## config.mk

```make
export PLATFORM = sky130hd
export DESIGN_NAME = ufec_ctrl
export DESIGN_NICKNAME = d
export VERILOG_FILES = /design/src/hw/rtl/ufec_pkg.sv /design/src/hw/rtl/ufec_ctrl.sv
export SDC_FILE = /design/constraint.sdc
export NUM_CORES = 1
export LEC_CHECK = 0
export BUFFER_PORTS_ARGS = -buffer_cell sky130_fd_sc_hd__buf_2
export CAP_MARGIN = 20
export CORE_AREA = 2 2 39 41
export CTS_CLUSTER_SIZE = 8
export DETAILED_ROUTE_END_ITERATION = 16
export DIE_AREA = 0 0 41 43
export PLACE_DENSITY = 0.61
export SYNTH_ARGS = -nofsm -noshare
export SYNTH_HDL_FRONTEND = slang
export SYNTH_SLANG_ARGS = --single-unit
```

## constraint.sdc

```tcl
create_clock -name clk -period 1.5 [get_ports clk]
set_input_delay 0.3 -clock clk [delete_from_list [all_inputs] [get_ports clk]]
set_output_delay 0.3 -clock clk [all_outputs]
set_load 0.005 [all_outputs]
```

## src/hw/rtl/ufec_pkg.sv

```systemverilog
package ufec_pkg;

  localparam int MAX_VERTICES_DEF    = 1024;
  localparam int EDGE_COUNT_BITS_DEF = 20;

  localparam int OPCODE_W = 2;
  localparam int VIDX_W   = 10;
  localparam int SIZE_W   = 11;
  localparam int EDGES_W  = 20;
  localparam int VCOUNT_W = 11;

  localparam logic [VCOUNT_W-1:0] VCOUNT_RESET = 11'd1024;

  typedef enum logic [OPCODE_W-1:0] {
    OP_FIND  = 2'd0,
    OP_UNITE = 2'd1,
    OP_CLEAR = 2'd2,
    OP_NOP   = 2'd3
  } ufec_op_t;

  typedef enum logic [2:0] {
    ST_INIT,
    ST_IDLE,
    ST_FIND_CUR,
    ST_FIND_PAR,
    ST_UPD_OTHER,
    ST_UPD_KEPT,
    ST_CLEAR,
    ST_EMIT
  } ufec_state_t;

  typedef struct packed {
    logic accept;
    logic take_root;
    logic start_b;
    logic hop_read;
    logic hop_write;
    logic upd_other;
    logic upd_kept;
    logic clr_step;
    logic load_out;
  } ufec_cmd_t;

  typedef struct packed {
    logic in_walk;
    logic in_clear;
    logic root_hit;
    logic is_unite;
    logic second_walk;
    logic clr_last;
    logic out_busy;
  } ufec_stat_t;

endpackage

```

## src/hw/rtl/ufec_ctrl.sv

```systemverilog
module ufec_ctrl
  import ufec_pkg::*;
(
  input  logic       clk,
  input  logic       rst_n,
  input  logic       in_valid,
  output logic       in_stall,
  input  ufec_stat_t st,
  output ufec_cmd_t  cmd
);

  ufec_state_t state_r, state_nxt;

  always_ff @(posedge clk) begin
    if (!rst_n) begin
      state_r <= ST_INIT;
    end else begin
      state_r <= state_nxt;
    end
  end

  always_comb begin
    state_nxt = state_r;
    cmd       = '0;
    in_stall  = 1'b1;
    unique case (state_r)
      ST_INIT: begin
        cmd.clr_step = 1'b1;
        if (st.clr_last) begin
          state_nxt = ST_IDLE;
        end
      end
      ST_IDLE: begin
        in_stall = 1'b0;
        if (in_valid) begin
          cmd.accept = 1'b1;
          priority if (st.in_walk) begin
            state_nxt = ST_FIND_CUR;
          end else if (st.in_clear) begin
            state_nxt = ST_CLEAR;
          end else begin
            state_nxt = ST_EMIT;
          end
        end
      end
      ST_FIND_CUR: begin
        if (st.root_hit) begin
          cmd.take_root = 1'b1;
          priority if (st.is_unite && !st.second_walk) begin
            cmd.start_b = 1'b1;
          end else if (st.is_unite) begin
            state_nxt = ST_UPD_OTHER;
          end else begin
            state_nxt = ST_EMIT;
          end
        end else begin
          cmd.hop_read = 1'b1;
          state_nxt    = ST_FIND_PAR;
        end
      end
      ST_FIND_PAR: begin
        cmd.hop_write = 1'b1;
        state_nxt     = ST_FIND_CUR;
      end
      ST_UPD_OTHER: begin
        cmd.upd_other = 1'b1;
        state_nxt     = ST_UPD_KEPT;
      end
      ST_UPD_KEPT: begin
        cmd.upd_kept = 1'b1;
        state_nxt    = ST_EMIT;
      end
      ST_CLEAR: begin
        cmd.clr_step = 1'b1;
        if (st.clr_last) begin
          state_nxt = ST_EMIT;
        end
      end
      ST_EMIT: begin
        if (!st.out_busy) begin
          cmd.load_out = 1'b1;
          state_nxt    = ST_IDLE;
        end
      end
      default: begin
        state_nxt = ST_INIT;
      end
    endcase
  end

`ifndef SYNTHESIS
  a_single_write: assert property (@(posedge clk) disable iff (!rst_n)
    $onehot0({cmd.hop_write, cmd.upd_other, cmd.upd_kept, cmd.clr_step}))
    else $error("more than one table write source active");

  a_par_after_cur: assert property (@(posedge clk) disable iff (!rst_n)
    state_r == ST_FIND_PAR |-> $past(state_r) == ST_FIND_CUR)
    else $error("parent step without preceding current step");

  a_load_not_busy: assert property (@(posedge clk) disable iff (!rst_n)
    cmd.load_out |-> !st.out_busy)
    else $error("result loaded over a stalled result");

  a_accept_leaves_idle: assert property (@(posedge clk) disable iff (!rst_n)
    cmd.accept |=> state_r != ST_IDLE)
    else $error("accepted item did not start work");
`endif

endmodule

```

==> results_dict.tcl <==
set metrics [dict create \
    antenna_found_initial 0 \
    setup_viol 4 \
    worstHoldPathCells 2 \
    synth_area_um2 312 \
    grt_max_degree 16 \
    reg.largest.list "state_r: 3 flops" \
    timing.rr.end "state_r[1]" \
    path_cells "or3b_4 > nor3_4 > buf_2" \
    fin_nets 82 \
    fin_hold_ws_ns 0.304 \
    p_leak_uw 0.000273 \
    synth_flop_cell "dfxtp_1" \
    final_area_um2 531 \
    whs_endpoint "state_r[0]" \
    fin_skew_ns 0.00624 \
    drc 0 \
    worstPathArrival_ns 1.29 \
    vias_per_cell 4.68 \
    required_ns 1.20 \
    core_um2 1380 \
    power_density_nw_per_um2 1180 \
    ys_ff_latch 3 \
    yosys-top-cells-area "dfxtp_1 (19%), nor3_1 (9.6%), nor2_1 (7.2%)" \
    cts_max_level 1 \
    regMostFlops "state_r" \
    grt_overflow 0 \
    fin_tns_setup_ns -0.291 \
    cp_top_family "simple AND/OR/NAND/NOR gates" \
    core.rowCount 14 \
    initial_core_util_pct 22.5 \
    grt_pass1_vias 336 \
    cts_sinks 3 \
    synth_cell_types 25 \
    finalHoldViolCount 0 \
    postRouteAntennaNets 0 \
    clockBufferDepth 2 \
    vdd_ir_drop_max_mv 0.505 \
    failed_checks "setup timing" \
    areaGrowthSynthToFinish_pct 70.3 \
    synthDominantCellAreaShare_pct 19.3 \
    crit-reg2reg-launch "state_r[1]" \
    yosys_warnings 0 \
    synth_edf_count 0 \
    largest_reg_flops 3 \
    timing.final.ws_setup_ns -0.0947 \
    die_x_um 41 \
    slew_violations 0 \
    drt_iter0_drc 6 \
    firstDrtPassIters 3 \
    layout-drive-gt1-share_pct 53.5 \
    worstSetupPathType "reg -> out" \
    port_buffers 19 \
    worst_pin_slew_ns 0.241 \
    io_pins 20 \
    cts_buffers 3 \
    die_area_um2 1760 \
    vias 407 \
    synth_top_area_cell "dfxtp_1" \
    fin_crit_sh_pct 106 \
    slowest_delay_ns 0.41 \
    min_from "rst_n" \
    path_max_fanout 2 \
    outcome "finished with violations" \
    rsz0062_at_grt "yes" \
    die_h_um 43 \
    r2r_cells 5 \
    cts_root_buf "clkbuf_4" \
    cp_slowest_cell "or3b_4" \
    antenna_cells 0 \
    cts_tree "done" \
    async_flop_share_pct 0 \
    wl_per_cell_um 10.2 \
    netlist_top_cells_count "nor2_1 (6), nor3_1 (6), dfxtp_1 (3), nand2_1 (3)" \
    place_congestion 0.882 \
    rrSetupSlack_ns 0.04 \
    grt_pass1_wl_um 1340 \
    avgSynthCellArea_um2 7.25 \
    max_freq_mhz 627 \
    drt_wl_total_um 885 \
    hold_class "in -> reg" \
    cap_viol_max_count 0 \
    slew_headroom_pct 83.8 \
    synthesis.nets 53 \
    worstSkewPairLatency_ns 0.24 \
    hpwl_um 693 \
    critPathBufInv 1 \
    synthCells 43 \
    grt_usage_pct 11.6 \
    setup.worst_path.start_class "flip-flop" \
    fin_crit_ns 1.59 \
    end_kind "output port" \
    place_area_um2 464 \
    clk_pin_slew_ns 0.03 \
    seq_area_frac_synth_pct 19.3 \
]
-- where the power goes --
part / internal [uW] / switching, uW
combinational: 196 / 158
sequential: 105 / 21.2
clock: 99.8 / 44.6
total: 400 / 224
-- area by class of cell --
cell class              instances  area, um^2
inverters                       1        3.75
well taps                      16        20.0
multi-input cells              36         245
clock buffers                   4        26.3
flip-flops and latches          3        63.8
repair buffers                 27         171
fillers                       150         853
-- stage by stage --
| stage | total power, uW | setup slack [ns] | std cells | util [%] |
|---|---|---|---|---|
| after floorplan | 312 | 0.0385 | 43 | - |
| after global placement | 459 | 0.0659 | 80 | 33.5 |
| after detailed placement | 460 | 0.0683 | 80 | 33.5 |
| after CTS | 617 | -0.130 | 85 | 36.6 |
| after global routing | 675 | -0.152 | 87 | 38.3 |
| final | 624 | -0.0947 | 87 | 38.3 |
-- worst max-delay path by stage --
stage,from,endpoint,cells after the start
after floorplan,state_r[0],cmd[8],3
after global placement,state_r[1],state_r[2],5
after detailed placement,state_r[2],cmd[6],3
after CTS,state_r[0],cmd[6],3
after global routing,state_r[2],cmd[8],4
final,state_r[0],cmd[6],3
-- placed cells by master (no fill, tap or decap), types with 2 or more instances in the layout --
| cell | Yosys | final |
|---|---|---|
| buf_4 | 0 | 6 |
| clkbuf_4 | 0 | 3 |
| dfxtp_2 | 0 | 3 |
| nor3_1 | 6 | 6 |
| nor2_1 | 6 | 5 |
| a31oi_1 | 2 | 2 |
| nor2b_1 | 2 | 2 |
| nand2_1 | 3 | 2 |
| buf_2 | 1 | 19 |
-- routing by layer --
layer  track usage [%]  wire length [um]  vias to the layer above
li1                  -                 -                      214
met1              13.5               383                      177
met2              17.5               433                       14
met3              1.57                50                        2
met4              10.0                19                        0
met5                 0                 0                        -
-- kinds of logic (layout without fill, tap and decap cells) --
logic type / Yosys count / in the layout / synth area share (%)
and+or+nand+nor: 27 / 27 / 53.4
AOI/OAI and AO/OA: 8 / 8 / 19.3
buffers and inverters: 4 / 32 / 5.22
DFF: 3 / 3 / 19.3
xor gates and xnor gates: 1 / 1 / 2.81
-- what timing repair did --
action,CTS,global route
setup endpoints to repair,5,6
endpoints found under the hold margin,0,0
hold buffers,0,0
resized for setup,4,3
cloned,0,0
pin swaps,3,5
setup buffers,1,2
(Power assumes the default switching activity.)
